$ cat config.mk
export PLATFORM = sky130hd
export DESIGN_NAME = utxo_record_decoder
export DESIGN_NICKNAME = d
export VERILOG_FILES = /design/src/hdl/urd_pkg.sv /design/src/hdl/urd_amount.sv /design/src/hdl/urd_datapath.sv /design/src/hdl/urd_ctrl.sv /design/src/hdl/utxo_record_decoder.sv
export SDC_FILE = /design/constraint.sdc
export NUM_CORES = 2
export LEC_CHECK = 0
export BUFFER_PORTS_ARGS = -buffer_cell sky130_fd_sc_hd__buf_2
export CORE_MARGIN = 1
export CORE_UTILIZATION = 45
export DETAILED_ROUTE_END_ITERATION = 12
export PLACE_DENSITY = 0.74
export SLEW_MARGIN = 30
export SYNTH_ARGS = -nofsm -noshare
export SYNTH_HDL_FRONTEND = slang
export SYNTH_SLANG_ARGS = --single-unit
export TNS_END_PERCENT = 100
$ cat constraint.sdc
create_clock -name clk_i -period 10.7 [get_ports clk_i]
set_input_delay 0 -clock clk_i [delete_from_list [all_inputs] [get_ports clk_i]]
set_output_delay 0 -clock clk_i [all_outputs]
set_load 0.01 [all_outputs]
$ cat src/hdl/urd_pkg.sv
// Shared constants, codes and control structs of the coin record decoder.
package urd_pkg;

  localparam int MAX_VARINT_BYTES = 10;
  localparam int MAX_SCRIPT_BYTES = 16384;
  localparam int PAY_W            = $clog2(MAX_SCRIPT_BYTES + 1);
  localparam int MAX_RESULTS      = 5;
  localparam int LIST_W           = $clog2(MAX_RESULTS + 1);
  localparam int IDX_W            = $clog2(MAX_RESULTS);

  // Result kinds
  localparam logic [1:0] KIND_HDR = 2'd0;
  localparam logic [1:0] KIND_SCR = 2'd1;
  localparam logic [1:0] KIND_END = 2'd2;

  // Error codes
  localparam logic [1:0] ERR_OK       = 2'd0;
  localparam logic [1:0] ERR_TRUNC    = 2'd1;
  localparam logic [1:0] ERR_OVERLONG = 2'd2;
  localparam logic [1:0] ERR_SCRIPT   = 2'd3;

  // Script kinds
  localparam logic [2:0] SK_P2PKH = 3'd0;
  localparam logic [2:0] SK_P2SH  = 3'd1;
  localparam logic [2:0] SK_PK2   = 3'd2;
  localparam logic [2:0] SK_PK3   = 3'd3;
  localparam logic [2:0] SK_PK4   = 3'd4;
  localparam logic [2:0] SK_PK5   = 3'd5;
  localparam logic [2:0] SK_RAW   = 3'd6;

  // Opcode bytes used by the script rebuild
  localparam logic [7:0] OPB_DUP    = 8'h76;
  localparam logic [7:0] OPB_HASH   = 8'hA9;
  localparam logic [7:0] OPB_PUSH20 = 8'h14;
  localparam logic [7:0] OPB_PUSH33 = 8'h21;
  localparam logic [7:0] OPB_EQ_VFY = 8'h88;
  localparam logic [7:0] OPB_CK_SIG = 8'hAC;
  localparam logic [7:0] OPB_EQ     = 8'h87;

  localparam logic [PAY_W-1:0] HASH_LEN = PAY_W'(20);
  localparam logic [PAY_W-1:0] KEY_LEN  = PAY_W'(32);

  // One queued result
  typedef struct packed {
    logic [1:0] kind;
    logic       use_data;
    logic [7:0] sbyte;
    logic [1:0] err;
    logic       rlast;
  } urd_entry_t;

  // Controller to datapath
  typedef struct packed {
    logic       load_byte;
    logic       clear_rec;
    logic       vi_step;
    logic       vi_inc;
    logic       vi_clear;
    logic       save_v0;
    logic       save_kind;
    logic       amt_start;
    logic       emit;
    urd_entry_t entry;
  } urd_cmd_t;

  // Datapath to controller
  typedef struct packed {
    logic             cont;
    logic [2:0]       kind;
    logic             raw_zero;
    logic             raw_big;
    logic [PAY_W-1:0] raw_len;
    logic [2:0]       skind;
    logic             amt_busy;
    logic             out_free;
  } urd_sts_t;

endpackage

$ cat src/hdl/urd_amount.sv
// Multi-cycle amount decompression: shift-add division by ten and nine, then scale.
module urd_amount
  import urd_pkg::*;
(
  input  logic        clk_i,
  input  logic        rst_ni,
  input  logic        start_i,
  input  logic        clear_i,
  input  logic [63:0] x_i,
  output logic        busy_o,
  output logic [63:0] amount_o
);

  localparam logic [2:0] A_IDLE = 3'd0;
  localparam logic [2:0] A_APX  = 3'd1;
  localparam logic [2:0] A_FIX  = 3'd2;
  localparam logic [2:0] A_MUL  = 3'd3;
  localparam logic [2:0] A_EXP  = 3'd4;

  logic [2:0]  st_q, st_d;
  logic        by9_q, by9_d;
  logic [2:0]  step_q, step_d;
  logic [63:0] src_q, src_d, t_q, t_d, n_q, n_d;
  logic [3:0]  r_q, r_d, e_q, e_d;
  logic [63:0] prod, rem, grow, dvs;

  // Quotient check and the growth term of the reciprocal series
  always_comb begin
    dvs  = by9_q ? 64'd9 : 64'd10;
    prod = by9_q ? ((t_q << 3) + t_q) : ((t_q << 3) + (t_q << 1));
    rem  = src_q - prod;
    case (step_q)
      3'd1:    grow = by9_q ? (t_q >> 6)  : (t_q >> 4);
      3'd2:    grow = by9_q ? (t_q >> 12) : (t_q >> 8);
      3'd3:    grow = by9_q ? (t_q >> 24) : (t_q >> 16);
      3'd4:    grow = by9_q ? (t_q >> 48) : (t_q >> 32);
      default: grow = '0;
    endcase
  end

  // Sequence the steps
  always_comb begin
    st_d   = st_q;
    by9_d  = by9_q;
    step_d = step_q;
    src_d  = src_q;
    t_d    = t_q;
    n_d    = n_q;
    r_d    = r_q;
    e_d    = e_q;
    case (st_q)
      A_IDLE: begin
        if (clear_i) n_d = '0;
        if (start_i) begin
          if (x_i == 64'd0) begin
            n_d = '0;
          end else begin
            src_d  = x_i - 64'd1;
            by9_d  = 1'b0;
            step_d = '0;
            st_d   = A_APX;
          end
        end
      end
      // Estimate the quotient from below, one series term a cycle
      A_APX: begin
        step_d = step_q + 3'd1;
        case (step_q)
          3'd0: t_d = by9_q ? (src_q - (src_q >> 3)) : ((src_q >> 1) + (src_q >> 2));
          3'd5: begin
            t_d  = t_q >> 3;
            st_d = A_FIX;
          end
          default: t_d = t_q + grow;
        endcase
      end
      // Nudge the quotient until the remainder is in range
      A_FIX: begin
        if (rem[63]) begin
          t_d = t_q - 64'd1;
        end else if (rem >= dvs) begin
          t_d = t_q + 64'd1;
        end else if (!by9_q) begin
          e_d = rem[3:0];
          if (rem[3:0] < 4'd9) begin
            src_d  = t_q;
            by9_d  = 1'b1;
            step_d = '0;
            st_d   = A_APX;
          end else begin
            n_d  = t_q + 64'd1;
            st_d = A_EXP;
          end
        end else begin
          r_d  = rem[3:0];
          st_d = A_MUL;
        end
      end
      A_MUL: begin
        n_d  = (t_q << 3) + (t_q << 1) + {60'd0, r_q} + 64'd1;
        st_d = A_EXP;
      end
      A_EXP: begin
        if (e_q == 4'd0) begin
          st_d = A_IDLE;
        end else begin
          n_d = (n_q << 3) + (n_q << 1);
          e_d = e_q - 4'd1;
        end
      end
      default: st_d = A_IDLE;
    endcase
  end

  always_ff @(posedge clk_i or negedge rst_ni) begin
    if (!rst_ni) begin
      st_q <= A_IDLE;
      n_q  <= '0;
    end else begin
      st_q <= st_d;
      n_q  <= n_d;
    end
  end

  always_ff @(posedge clk_i) begin
    by9_q  <= by9_d;
    step_q <= step_d;
    src_q  <= src_d;
    t_q    <= t_d;
    r_q    <= r_d;
    e_q    <= e_d;
  end

  assign busy_o   = (st_q != A_IDLE);
  assign amount_o = n_q;

endmodule

$ cat src/hdl/urd_datapath.sv
// Datapath: byte register, varint accumulator, saved header fields, output register.
module urd_datapath
  import urd_pkg::*;
(
  input  logic           clk_i,
  input  logic           rst_ni,
  input  urd_cmd_t       cmd_i,
  output urd_sts_t       sts_o,
  input  logic [7:0]     data_byte_i,
  input  logic           m_tready_i,
  output logic           m_tvalid_o,
  output logic [1:0]     item_kind_o,
  output logic [31:0]    block_height_o,
  output logic           is_coinbase_o,
  output logic [63:0]    amount_o,
  output logic [2:0]     script_kind_o,
  output logic [7:0]     script_byte_o,
  output logic           run_last_o,
  output logic           record_end_o,
  output logic [1:0]     error_code_o
);

  logic [7:0]  byte_q;
  logic [63:0] varint_q, vnew, raw_len64;
  logic [31:0] height_q;
  logic        cb_q;
  logic [2:0]  skind_q;
  logic [63:0] amt;
  logic        amt_busy;
  logic        ov_q;
  logic        hdr;

  assign vnew      = {varint_q[56:0], byte_q[6:0]};
  assign raw_len64 = vnew - 64'd6;

  urd_amount u_amount (
    .clk_i    (clk_i),
    .rst_ni   (rst_ni),
    .start_i  (cmd_i.amt_start),
    .clear_i  (cmd_i.clear_rec),
    .x_i      (vnew),
    .busy_o   (amt_busy),
    .amount_o (amt)
  );

  // Status back to the controller
  always_comb begin
    sts_o.cont     = byte_q[7];
    sts_o.kind     = (vnew < 64'd6) ? vnew[2:0] : SK_RAW;
    sts_o.raw_zero = (vnew == 64'd6);
    sts_o.raw_big  = (vnew > 64'(MAX_SCRIPT_BYTES + 6));
    sts_o.raw_len  = raw_len64[PAY_W-1:0];
    sts_o.skind    = skind_q;
    sts_o.amt_busy = amt_busy;
    sts_o.out_free = !ov_q || m_tready_i;
  end

  // Hold the request byte
  always_ff @(posedge clk_i) begin
    if (cmd_i.load_byte) byte_q <= data_byte_i;
  end

  // Accumulate varints and save header fields
  always_ff @(posedge clk_i or negedge rst_ni) begin
    if (!rst_ni) begin
      varint_q <= '0;
      height_q <= '0;
      cb_q     <= 1'b0;
      skind_q  <= '0;
    end else begin
      if (cmd_i.vi_clear) varint_q <= '0;
      else if (cmd_i.vi_step) varint_q <= vnew + {63'd0, cmd_i.vi_inc};
      if (cmd_i.clear_rec) begin
        height_q <= '0;
        cb_q     <= 1'b0;
        skind_q  <= '0;
      end
      if (cmd_i.save_v0) begin
        height_q <= vnew[32:1];
        cb_q     <= vnew[0];
      end
      if (cmd_i.save_kind) skind_q <= sts_o.kind;
    end
  end

  // Output register
  assign hdr = (cmd_i.entry.kind == KIND_HDR);

  always_ff @(posedge clk_i or negedge rst_ni) begin
    if (!rst_ni) ov_q <= 1'b0;
    else if (cmd_i.emit) ov_q <= 1'b1;
    else if (m_tready_i) ov_q <= 1'b0;
  end

  always_ff @(posedge clk_i) begin
    if (cmd_i.emit) begin
      item_kind_o    <= cmd_i.entry.kind;
      block_height_o <= hdr ? height_q : 32'd0;
      is_coinbase_o  <= hdr ? cb_q : 1'b0;
      amount_o       <= hdr ? amt : 64'd0;
      script_kind_o  <= hdr ? skind_q : 3'd0;
      script_byte_o  <= cmd_i.entry.use_data ? byte_q : cmd_i.entry.sbyte;
      run_last_o     <= cmd_i.entry.rlast;
      record_end_o   <= (cmd_i.entry.kind == KIND_END);
      error_code_o   <= cmd_i.entry.err;
    end
  end

  assign m_tvalid_o = ov_q;

endmodule

$ cat src/hdl/urd_ctrl.sv
// Controller: parse phase, varint byte count, script length and result sequencing.
module urd_ctrl
  import urd_pkg::*;
(
  input  logic     clk_i,
  input  logic     rst_ni,
  input  logic     s_tvalid_i,
  input  logic     s_tlast_i,
  output logic     s_tready_o,
  input  urd_sts_t sts_i,
  output urd_cmd_t cmd_o
);

  localparam logic [1:0] S_IDLE = 2'd0;
  localparam logic [1:0] S_DEC  = 2'd1;
  localparam logic [1:0] S_EMIT = 2'd2;

  localparam logic [2:0] PH_V0    = 3'd0;
  localparam logic [2:0] PH_V1    = 3'd1;
  localparam logic [2:0] PH_V2    = 3'd2;
  localparam logic [2:0] PH_PAY   = 3'd3;
  localparam logic [2:0] PH_DRAIN = 3'd4;

  logic [1:0]        st_q, st_d;
  logic [2:0]        ph_q, ph_d;
  logic [3:0]        cnt_q, cnt_d;
  logic [PAY_W-1:0]  pay_q, pay_d, pay_dec;
  logic              last_q;
  urd_entry_t        lst_q [MAX_RESULTS];
  urd_entry_t        lst_d [MAX_RESULTS];
  logic [LIST_W-1:0] len_q, len_d;
  logic [IDX_W-1:0]  idx_q, idx_d;
  logic              ended;
  logic              accept;

  assign s_tready_o = (st_q == S_IDLE) && !sts_i.amt_busy;
  assign accept     = s_tvalid_i && s_tready_o;

  // Decode one byte into parse updates and a result list
  always_comb begin
    ph_d    = ph_q;
    cnt_d   = cnt_q;
    pay_d   = pay_q;
    len_d   = len_q;
    lst_d   = lst_q;
    ended   = 1'b0;
    pay_dec = '0;
    cmd_o   = '0;
    st_d    = st_q;
    idx_d   = idx_q;
    cmd_o.load_byte = accept;
    cmd_o.entry     = lst_q[idx_q];

    case (st_q)
      S_IDLE: begin
        if (accept) st_d = S_DEC;
      end
      S_DEC: begin
        len_d = '0;
        for (int i = 0; i < MAX_RESULTS; i++) lst_d[i] = '0;
        if (ph_q == PH_V0 && cnt_q == 4'd0) cmd_o.clear_rec = 1'b1;

        if (ph_q == PH_V0 || ph_q == PH_V1 || ph_q == PH_V2) begin
          cnt_d         = cnt_q + 4'd1;
          cmd_o.vi_step = 1'b1;
          if (sts_i.cont) begin
            if (cnt_d >= 4'(MAX_VARINT_BYTES)) begin
              lst_d[len_d] = '{KIND_END, 1'b0, 8'd0, ERR_OVERLONG, 1'b0};
              len_d = len_d + 1'b1;
              ended = 1'b1;
            end else begin
              cmd_o.vi_inc = 1'b1;
            end
          end else begin
            cmd_o.vi_clear = 1'b1;
            cnt_d          = '0;
            case (ph_q)
              PH_V0: begin
                cmd_o.save_v0 = 1'b1;
                ph_d          = PH_V1;
              end
              PH_V1: begin
                cmd_o.amt_start = 1'b1;
                ph_d            = PH_V2;
              end
              default: begin
                cmd_o.save_kind = 1'b1;
                lst_d[len_d] = '{KIND_HDR, 1'b0, 8'd0, ERR_OK, 1'b0};
                len_d = len_d + 1'b1;
                case (sts_i.kind)
                  SK_P2PKH: begin
                    lst_d[1] = '{KIND_SCR, 1'b0, OPB_DUP, ERR_OK, 1'b0};
                    lst_d[2] = '{KIND_SCR, 1'b0, OPB_HASH, ERR_OK, 1'b0};
                    lst_d[3] = '{KIND_SCR, 1'b0, OPB_PUSH20, ERR_OK, 1'b0};
                    len_d = LIST_W'(4);
                    pay_d = HASH_LEN;
                    ph_d  = PH_PAY;
                  end
                  SK_P2SH: begin
                    lst_d[1] = '{KIND_SCR, 1'b0, OPB_HASH, ERR_OK, 1'b0};
                    lst_d[2] = '{KIND_SCR, 1'b0, OPB_PUSH20, ERR_OK, 1'b0};
                    len_d = LIST_W'(3);
                    pay_d = HASH_LEN;
                    ph_d  = PH_PAY;
                  end
                  SK_PK2, SK_PK3: begin
                    lst_d[1] = '{KIND_SCR, 1'b0, OPB_PUSH33, ERR_OK, 1'b0};
                    lst_d[2] = '{KIND_SCR, 1'b0, {5'd0, sts_i.kind}, ERR_OK, 1'b0};
                    len_d = LIST_W'(3);
                    pay_d = KEY_LEN;
                    ph_d  = PH_PAY;
                  end
                  SK_PK4, SK_PK5: begin
                    pay_d = KEY_LEN;
                    ph_d  = PH_PAY;
                  end
                  default: begin
                    if (sts_i.raw_big) begin
                      lst_d[1] = '{KIND_END, 1'b0, 8'd0, ERR_SCRIPT, 1'b0};
                      len_d = LIST_W'(2);
                      ended = 1'b1;
                    end else if (sts_i.raw_zero) begin
                      lst_d[1] = '{KIND_END, 1'b0, 8'd0, ERR_OK, 1'b0};
                      len_d = LIST_W'(2);
                      ended = 1'b1;
                    end else begin
                      pay_d = sts_i.raw_len;
                      ph_d  = PH_PAY;
                    end
                  end
                endcase
              end
            endcase
          end
        end else if (ph_q == PH_PAY) begin
          if (sts_i.skind != SK_PK4 && sts_i.skind != SK_PK5) begin
            lst_d[len_d] = '{KIND_SCR, 1'b1, 8'd0, ERR_OK, 1'b0};
            len_d = len_d + 1'b1;
          end
          pay_dec = (pay_q != '0) ? (pay_q - 1'b1) : pay_q;
          pay_d   = pay_dec;
          if (pay_dec == '0) begin
            case (sts_i.skind)
              SK_P2PKH: begin
                lst_d[len_d] = '{KIND_SCR, 1'b0, OPB_EQ_VFY, ERR_OK, 1'b0};
                len_d = len_d + 1'b1;
                lst_d[len_d] = '{KIND_SCR, 1'b0, OPB_CK_SIG, ERR_OK, 1'b0};
                len_d = len_d + 1'b1;
              end
              SK_P2SH: begin
                lst_d[len_d] = '{KIND_SCR, 1'b0, OPB_EQ, ERR_OK, 1'b0};
                len_d = len_d + 1'b1;
              end
              SK_PK2, SK_PK3: begin
                lst_d[len_d] = '{KIND_SCR, 1'b0, OPB_CK_SIG, ERR_OK, 1'b0};
                len_d = len_d + 1'b1;
              end
              default: ;
            endcase
            lst_d[len_d] = '{KIND_END, 1'b0, 8'd0, ERR_OK, 1'b0};
            len_d = len_d + 1'b1;
            ended = 1'b1;
          end
        end

        // Close the record on an end or on the frame mark
        if (ended) begin
          cmd_o.vi_clear = 1'b1;
          cnt_d = '0;
          pay_d = '0;
          ph_d  = last_q ? PH_V0 : PH_DRAIN;
        end else if (last_q) begin
          if (ph_q != PH_DRAIN) begin
            lst_d[len_d] = '{KIND_END, 1'b0, 8'd0, ERR_TRUNC, 1'b0};
            len_d = len_d + 1'b1;
          end
          cmd_o.vi_clear = 1'b1;
          cnt_d = '0;
          pay_d = '0;
          ph_d  = PH_V0;
        end

        if (len_d != '0) begin
          lst_d[len_d - 1'b1].rlast = 1'b1;
          st_d  = S_EMIT;
          idx_d = '0;
        end else begin
          st_d = S_IDLE;
        end
      end
      S_EMIT: begin
        if (sts_i.out_free) begin
          cmd_o.emit = 1'b1;
          idx_d      = idx_q + 1'b1;
          if (LIST_W'(idx_q) == len_q - 1'b1) st_d = S_IDLE;
        end
      end
      default: st_d = S_IDLE;
    endcase
  end

  always_ff @(posedge clk_i or negedge rst_ni) begin
    if (!rst_ni) begin
      st_q   <= S_IDLE;
      ph_q   <= PH_V0;
      cnt_q  <= '0;
      pay_q  <= '0;
      len_q  <= '0;
      idx_q  <= '0;
      last_q <= 1'b0;
    end else begin
      st_q  <= st_d;
      ph_q  <= ph_d;
      cnt_q <= cnt_d;
      pay_q <= pay_d;
      len_q <= len_d;
      idx_q <= idx_d;
      if (accept) last_q <= s_tlast_i;
    end
  end

  always_ff @(posedge clk_i) begin
    lst_q <= lst_d;
  end

  // A result is emitted only from the result sequence
  a_emit_state: assert property (@(posedge clk_i) disable iff (!rst_ni)
    cmd_o.emit |-> (st_q == S_EMIT))
    else $error("emit outside result sequence");

  // No new request while the amount unit runs
  a_busy_block: assert property (@(posedge clk_i) disable iff (!rst_ni)
    sts_i.amt_busy |-> !s_tready_o)
    else $error("request taken while amount busy");

  // The list never exceeds the result bound
  a_len_bound: assert property (@(posedge clk_i) disable iff (!rst_ni)
    len_q <= LIST_W'(MAX_RESULTS))
    else $error("result list overflow");

  // A decode step always follows an accepted request
  a_dec_follows: assert property (@(posedge clk_i) disable iff (!rst_ni)
    accept |=> (st_q == S_DEC))
    else $error("decode skipped");

endmodule

$ cat src/hdl/utxo_record_decoder.sv
// Top level of the stored coin record decoder.
//
// Input stream: one record byte per request on s_axis (tdata[7:0]), tlast on the
// final byte of a record. Output stream: results on m_axis, tuser holds the kind
// (header, script byte, end marker), tlast marks the record end marker.
// Each accepted byte is decoded in the cycle after it is taken and its results
// (none to five) leave through the output register, one per cycle while the
// receiver is ready. The byte that ends the amount varint starts the amount
// unit, which divides by ten and nine with shift-add estimates corrected by a
// few compare steps and then scales by ten per exponent step: it holds off the
// next byte while it runs, once per record.
// Reset returns the decoder to the first varint of a new record and empties the
// output register. When the receiver stalls, the current result holds in the
// output register, the result sequence waits and no new byte is taken.
// Bytes after an ended record are dropped without results until tlast.
module utxo_record_decoder
  import urd_pkg::*;
(
  input  logic         clk_i,
  input  logic         rst_ni,
  input  logic         s_axis_tvalid_i,
  output logic         s_axis_tready_o,
  input  logic [7:0]   s_axis_tdata_i,   // [7:0] data_byte
  input  logic         s_axis_tlast_i,   // record_last
  output logic         m_axis_tvalid_o,
  input  logic         m_axis_tready_i,
  // [31:0] block_height, [32] is_coinbase, [96:33] amount, [99:97] script_kind,
  // [107:100] script_byte, [108] run_last, [110:109] error_code, [111] zero
  output logic [111:0] m_axis_tdata_o,
  output logic [1:0]   m_axis_tuser_o,   // [1:0] item_kind
  output logic         m_axis_tlast_o    // record_end
);

  urd_cmd_t    cmd;
  urd_sts_t    sts;
  logic [31:0] height;
  logic        cb;
  logic [63:0] amt;
  logic [2:0]  skind;
  logic [7:0]  sbyte;
  logic        rlast;
  logic [1:0]  err;

  urd_ctrl u_ctrl (
    .clk_i      (clk_i),
    .rst_ni     (rst_ni),
    .s_tvalid_i (s_axis_tvalid_i),
    .s_tlast_i  (s_axis_tlast_i),
    .s_tready_o (s_axis_tready_o),
    .sts_i      (sts),
    .cmd_o      (cmd)
  );

  urd_datapath u_dp (
    .clk_i          (clk_i),
    .rst_ni         (rst_ni),
    .cmd_i          (cmd),
    .sts_o          (sts),
    .data_byte_i    (s_axis_tdata_i),
    .m_tready_i     (m_axis_tready_i),
    .m_tvalid_o     (m_axis_tvalid_o),
    .item_kind_o    (m_axis_tuser_o),
    .block_height_o (height),
    .is_coinbase_o  (cb),
    .amount_o       (amt),
    .script_kind_o  (skind),
    .script_byte_o  (sbyte),
    .run_last_o     (rlast),
    .record_end_o   (m_axis_tlast_o),
    .error_code_o   (err)
  );

  // Pack the result fields
  assign m_axis_tdata_o = {1'b0, err, rlast, sbyte, skind, amt, cb, height};

endmodule

### Yosys cells after proc, flatten, opt, wreduce, memory -nomap -nowiden

Index checks and enable logic that the tools add are counted.

* word-level logic and storage cells: 422
* register bits: 524

* reduce and logical (&&, ||, !) cells: 62
* add/subtract/negate cells: 25
* eq/ne operators: 50
* $lt $le $gt $ge: 16
* bitwise operators: 26
* mux-type cells: 188

Operator list (number)
* two-way mux 64 bit: 18
* two-way mux 70 bit: 11
* case mux 64 bit (4 select lines): 2
* case mux 64 bit (2 select lines): 3
* adder 64 bit: 4
* demux 14 bit (select 3 bit): 5
* two-way mux 14 bit: 15
* case mux 70 bit (3 select lines): 1
* two-way mux 56 bit: 3
* AND 45 bit: 3
* two-way mux 15 bit: 9
* two-way mux 3 bit: 45
* NOT 45 bit: 3
* adder 64 x 1 -> 64 bit (second input constant): 2
* subtractor 64 x 1 -> 64 bit (second input constant): 2
* two-way mux 57 bit: 2
* two-way mux 32 bit: 3
* two-way mux 42 bit: 2
* OR 25 bit: 3
* bitwise mux 70 bit: 1
* AND 65 bit: 1
* NOT 65 bit: 1
* adder 63 x 62 -> 64 bit: 1
* adder 64 x 4 -> 64 bit: 1
* other kinds (79): 226

### Logic depth before layout (Yosys ltp)

* depth in word-level cells: 31
* depth in mapped cells: 35
* mapped depth without buffers: 32

### By module

Synthesis repeated with hierarchy kept, for this count alone.

* cell total of the unflattened synthesis: 7461
* area total of the unflattened synthesis: 58786.4 µm²

By module, submodules not included
* urd_amount: times used 1, area each 44273.7 µm², cells an instance 6157, seq. area each 5880.6 µm²
* urd_datapath: times used 1, area each 9975.8 µm², cells an instance 820, seq. area each 6015.8 µm²
* urd_ctrl: times used 1, area each 4510.6 µm², cells an instance 480, seq. area each 1916.8 µm²
* utxo_record_decoder: times used 1, area each 26.3 µm², cells an instance 4, seq. area each 0.0 µm²

### Least setup slack after synthesis

OpenSTA, ideal clock, no wires.

* path kind: register to register
* from: register u_dp.u_amount.t_q[1]
* to: register u_dp.u_amount.st_q[1]
* setup slack: -0.514 ns
* clock period less this slack: 11.214 ns
* stages on the path, launching flop included: 33
* path buffers: 2
* data required time: 10.616 ns
* arrival time: 11.130 ns
* cell sequence: edfxtp_1 -> clkbuf_1 -> inv_1 -> fa_1 -> nand2b_1 -> a21oi_1 -> o31ai_1 -> a21boi_0 -> o31ai_1 -> o21ai_0 -> a21bo_2 -> a21o_1 -> a21oi_1 -> o21ai_0 -> a21o_1 -> a21oi_1 -> xnor2_1 -> a21oi_1 -> ha_1 -> buf_2 -> a21oi_1 -> o21ai_1 -> o21a_1 -> a211oi_1 -> or4b_1 -> o32ai_1 -> o21ai_0 -> a21o_1 -> and4b_1 -> nand4_1 -> nor3_1 -> o21ai_0 -> o22a_1

* word-level cells in the longest chain between the ends: 6
* elaborated cells on any way between the ends: 8
* those cells by class: add/sub (3); order compare (1); eq/ne (2); mux (1); reduce/logical (1)

Ends and longest elaborated chain
* start: declaration: RTL line urd_amount.sv:23 `logic [63:0] src_q, src_d, t_q, t_d, n_q, n_d;`
* start signal: assignment: RTL line urd_amount.sv:129 `t_q <= t_d;`
* adder 64 bit: RTL line urd_amount.sv:30 `prod = by9_q ? ((t_q << 3) + t_q) : ((t_q << 3) + (t_q << 1));`
* two-way mux 64 bit *: RTL line urd_amount.sv:30
* subtractor 64 bit *: RTL line urd_amount.sv:31 `rem = src_q - prod;`
* >= comparator 64 bit: RTL line urd_amount.sv:81 `end else if (rem >= dvs) begin`
* inequality test 2 bit (no line)
* AND reduction 6 bit (no line) *
* end signal: assignment: RTL line urd_amount.sv:120 `st_q <= st_d;`
* end: declaration: RTL line urd_amount.sv:20 `logic [2:0] st_q, st_d;`

Every way passes the cells marked *; elsewhere a longest branch is shown, timed or not.
A chain may end at the register's enable or synchronous reset.

### Worst setup path after layout

* from: register u_dp.u_amount.t_q[4]
* to: register u_dp.u_amount.n_q[39], in the netlist u_dp.u_amount.amount_o[39]

* word-level cells in the longest chain between the ends: 6
* elaborated cells on any way between the ends: 16
* those cells by class: add/sub (6); order compare (1); eq/ne (2); mux (6); reduce/logical (1)

Ends and longest elaborated chain
* adder 64 bit (tied with other cells): RTL line urd_amount.sv:30
* two-way mux 64 bit (on tied branches): RTL line urd_amount.sv:30, urd_amount.sv:85
* subtractor 64 bit / two-way mux 64 bit (equally long branches): RTL line urd_amount.sv:31, urd_amount.sv:83
* >= comparator 64 bit / two-way mux 64 bit (equally long branches): RTL line urd_amount.sv:81
* inequality test 2 bit (no line) / two-way mux 64 bit (equally long branches)
* AND reduction 6 bit (no line) / case mux 64 bit (4 select lines) (equally long branches)
* end signal: assignment: RTL line urd_amount.sv:121 `n_q <= n_d;`
* end: declaration: RTL line urd_amount.sv:23

Parallel ways exist; a longest one is shown, timed or not. The select of a mux whose other input is x is not followed.

==> run summary <==
status - complete, no violations
total negative slack - 0 ns
final hold viol count - 0
first-pass GRT wire length - 360000 um
# port buffers - 128
CTS Sinks - 492
initial antenna violation count - 15
final worst path period need - 10.06 ns
Cell Count, Final, Fillers Out - 8990
nets - 7755
RSZ-0062 raised after global routing - no
syn_area_per_cell - 7.84 sq um
CTS tree - done
Post-synth ARST share - 0.390
DR WL/cell - 27.3 um
Via density - 6.71
Placer Congestion - 1.11
Seq/Total Area, Yosys - 0.239
CTS clk-pin slew, worst paths - 0.06 ns
Ports - 130
layout cells sized above 1 - 0.0733
Worst Hold Slack - 0.0558 ns
Fillers - 12.3k
row cnt - 131
commonest cells after routing, fill and taps aside - 723 x a21oi_1, 658 x nor2_1, 647 x nand2_1
worst slew pin tran - 1.05 ns
Die Y - 360 um
xor/xnor share of the synthesized area - 0.100
DR vias - 60.3k
CTS max path bufs - 3
Die ar. - 0.130 sq mm
Clock Latency Late Sink - 0.71 ns
CP Capture Type - flip-flop
root buf cell - clkbuf_16
crit path kind - reg2reg
GRT Total Usage - 0.363
Post-Synth Simple-Gate Area - 0.208
largest net degree at the start of global routing - 163
Critical-path top delay cell - edfxtp_1
main combinational cell family by area after synthesis - compound AO/OA/AOI/OAI gates
Routed Antenna Nets - 0
Initial Util - 0.453
Mapped Cells - 7371
drt pass-1 iters - 8
min-delay worst type - in2reg
vias in the first global route - 56.2k
critical-path maximum fanout - 33
total wire length - 245000 um
reported max-cap violation count - 0
type of origin of the critical path - flip-flop
hpwl dp - 190000 um
Setup Viol. Count Final - 0
Pins Over Slew Limit - 0
Synth Area in Adders - 0.103
crit path DAT - 10.60 ns
max incr delay on CP - 0.63 ns
Distinct cells, synth - 114
post-synthesis compound-gate area fraction - 0.278
multiplexer share of the synthesized area - 0.0242
Slew headroom - 0.298
f_max - 99.4 MHz
H-Tree Depth - 2
mapped cell area - 0.0578 sq mm
number of synthesized flops with an enable pin - 300
synth warn - 0
CP most frequent cell - a21oi_1
commonest non-fill, non-tap cell in the layout - a21oi_1
Post CTS Setup Buffer Count - 0
Core Footprint - 0.128 sq mm
DRC - 0
cell count after placement - 8846
Synth Register Bits - 492
CTS Buf Count - 61
Tcrit/Tclk final - 0.940
CP Data Required Time - 11.24 ns
Layout area overhead - 8.12%
Die W - 360 um
DRT iter0 DRCs - 7779
clk_skew - 0.0313 ns
top_reg_cell synth - edfxtp_1
grt ovf - 0
-- layer usage --
metal,global-route usage,up-vias,share of wire
met3,0.0780,767,0.11
met1,0.460,28700,0.39
met4,0.222,10,0.071
met5,0,-,0.00027
li1,-,27200,-
met2,0.564,3548,0.43
-- synthesized netlist by cell type (21+ instances only) --
master	number	area share
a221oi_1	78	0.012
nand4_1	126	0.014
a21o_1	234	0.030
xor2_1	276	0.042
and3_1	86	0.0093
and2_1	148	0.016
a31oi_1	83	0.0090
buf_1	28	0.0018
mux2i_1	107	0.019
nor3_1	177	0.015
o211ai_1	45	0.0058
a21oi_1	724	0.063
a311oi_1	26	0.0039
nand2b_1	73	0.0079
a22oi_1	32	0.0042
or4_1	25	0.0032
o31ai_1	38	0.0049
o21a_1	70	0.0091
o2bb2ai_1	61	0.0092
or3_1	65	0.0070
o22ai_1	107	0.012
o21bai_1	64	0.0083
dfrtp_1	192	0.083
nor4_1	55	0.0060
a2111oi_0	29	0.0044
nand2_1	650	0.042
edfxtp_1	300	0.16
inv_1	246	0.016
ha_1	464	0.10
xnor2_1	382	0.058
clkbuf_1	372	0.024
a22o_1	52	0.0079
o2111ai_1	21	0.0032
o21ai_0	423	0.037
nand3_1	162	0.014
buf_2	50	0.0043
nor2_1	663	0.043
a21boi_0	22	0.0029
a211oi_1	143	0.019
nor2b_1	76	0.0082
or2_2	36	0.0039
-- critical path, delay by kind of cell (launching register included) --
kind                       cells  cell delay [ns]
buffers and inverters          2             0.57
xor gates and xnor gates       1             0.08
adders and majority gates      2             0.69
and+or+nand+nor                9             3.26
DFF                            1             0.63
AOI/OAI and AO/OA             18             4.64
-- registers in the layout, summed over array words and instances (netlist names), 2 cells and up --
signal	flops
u_dp.script_kind_o	3
u_dp.error_code_o	2
u_dp.u_amount.step_q	3
u_dp.u_amount.r_q	4
u_dp.u_amount.st_q	3
u_ctrl.st_q	2
u_dp.byte_q	8
u_dp.amount_o	64
u_dp.script_byte_o	8
u_dp.skind_q	3
u_ctrl.ph_q	3
u_dp.u_amount.src_q	64
u_dp.u_amount.amount_o	64
u_dp.u_amount.e_q	4
u_ctrl.idx_q	3
u_dp.height_q	32
u_ctrl.lst_q	38
u_dp.u_amount.t_q	64
u_dp.item_kind_o	2
u_dp.varint_q	57
u_dp.block_height_o	32
u_ctrl.cnt_q	4
u_ctrl.pay_q	15
u_ctrl.len_q	3
-- through the flow --
step | cell area [sq um] | util | setup slack [ns]
2_1_floorplan | 57800 | - | 0.133
3_3_place_gp | 59900 | 0.470 | 0.824
3_5_place_dp | 59900 | 0.470 | 0.708
4_1_cts | 62400 | 0.490 | 0.664
5_1_grt | 62500 | 0.490 | 0.0585
6_report | 62500 | 0.490 | 0.637
-- what timing repair did --
item | CTS | global route
endpoints found under the hold margin | 84 | 0
hold buffers | 22 | 0
gates resized for setup | 0 | 1
setup endpoints to repair | 0 | 52
-- layout make-up --
cell class / instances / area (sq um) / area share
antenna: 5 / 12.5 / 0.000200
clock buffer: 74 / 1750 / 0.0281
clock inverter: 42 / 480 / 0.00769
inverter: 247 / 930 / 0.0149
multi-input combinational: 6180 / 41400 / 0.663
sequential: 492 / 13800 / 0.221
tap: 1662 / 2080 / 0.0333
timing repair buffer: 288 / 2010 / 0.0322
-- cells by family (layout without fill, tap and decap cells) --
logic type,after synthesis,after routing
compound gates,2459,2459
flops,492,492
simple gates,2452,2452
xor+xnor,659,659
other cells,1,12
buf+inv,705,651
fa+ha+maj,472,472
mux,131,131
-- final timing paths --
path / from / end / slack [ns] / cells after the start
max: u_dp.u_amount.t_q[4]$_DFFE_PP_ / u_dp.u_amount.amount_o[39]$_DFFE_PN0P_ / 0.64 / 32
min: s_axis_tdata_i[7] / u_dp.byte_q[7]$_DFFE_PP_ / 0.06 / 2
max reg2reg: u_dp.u_amount.t_q[4]$_DFFE_PP_ / u_dp.u_amount.amount_o[39]$_DFFE_PN0P_ / 0.64 / 32
min reg2reg: u_dp.height_q[29]$_DFFE_PN0P_ / u_dp.height_q[29]$_DFFE_PN0P_ / 0.49 / 1
max in group asynchronous: rst_ni / u_dp.varint_q[13]$_DFFE_PN0P_ / 9.39 / 4
min in group asynchronous: rst_ni / u_ctrl.len_q[2]$_DFFE_PN0P_ / 0.52 / 4
Power is not shown: default switching activity piles up to over one toggle a cycle in this logic, so the estimate is an artifact.
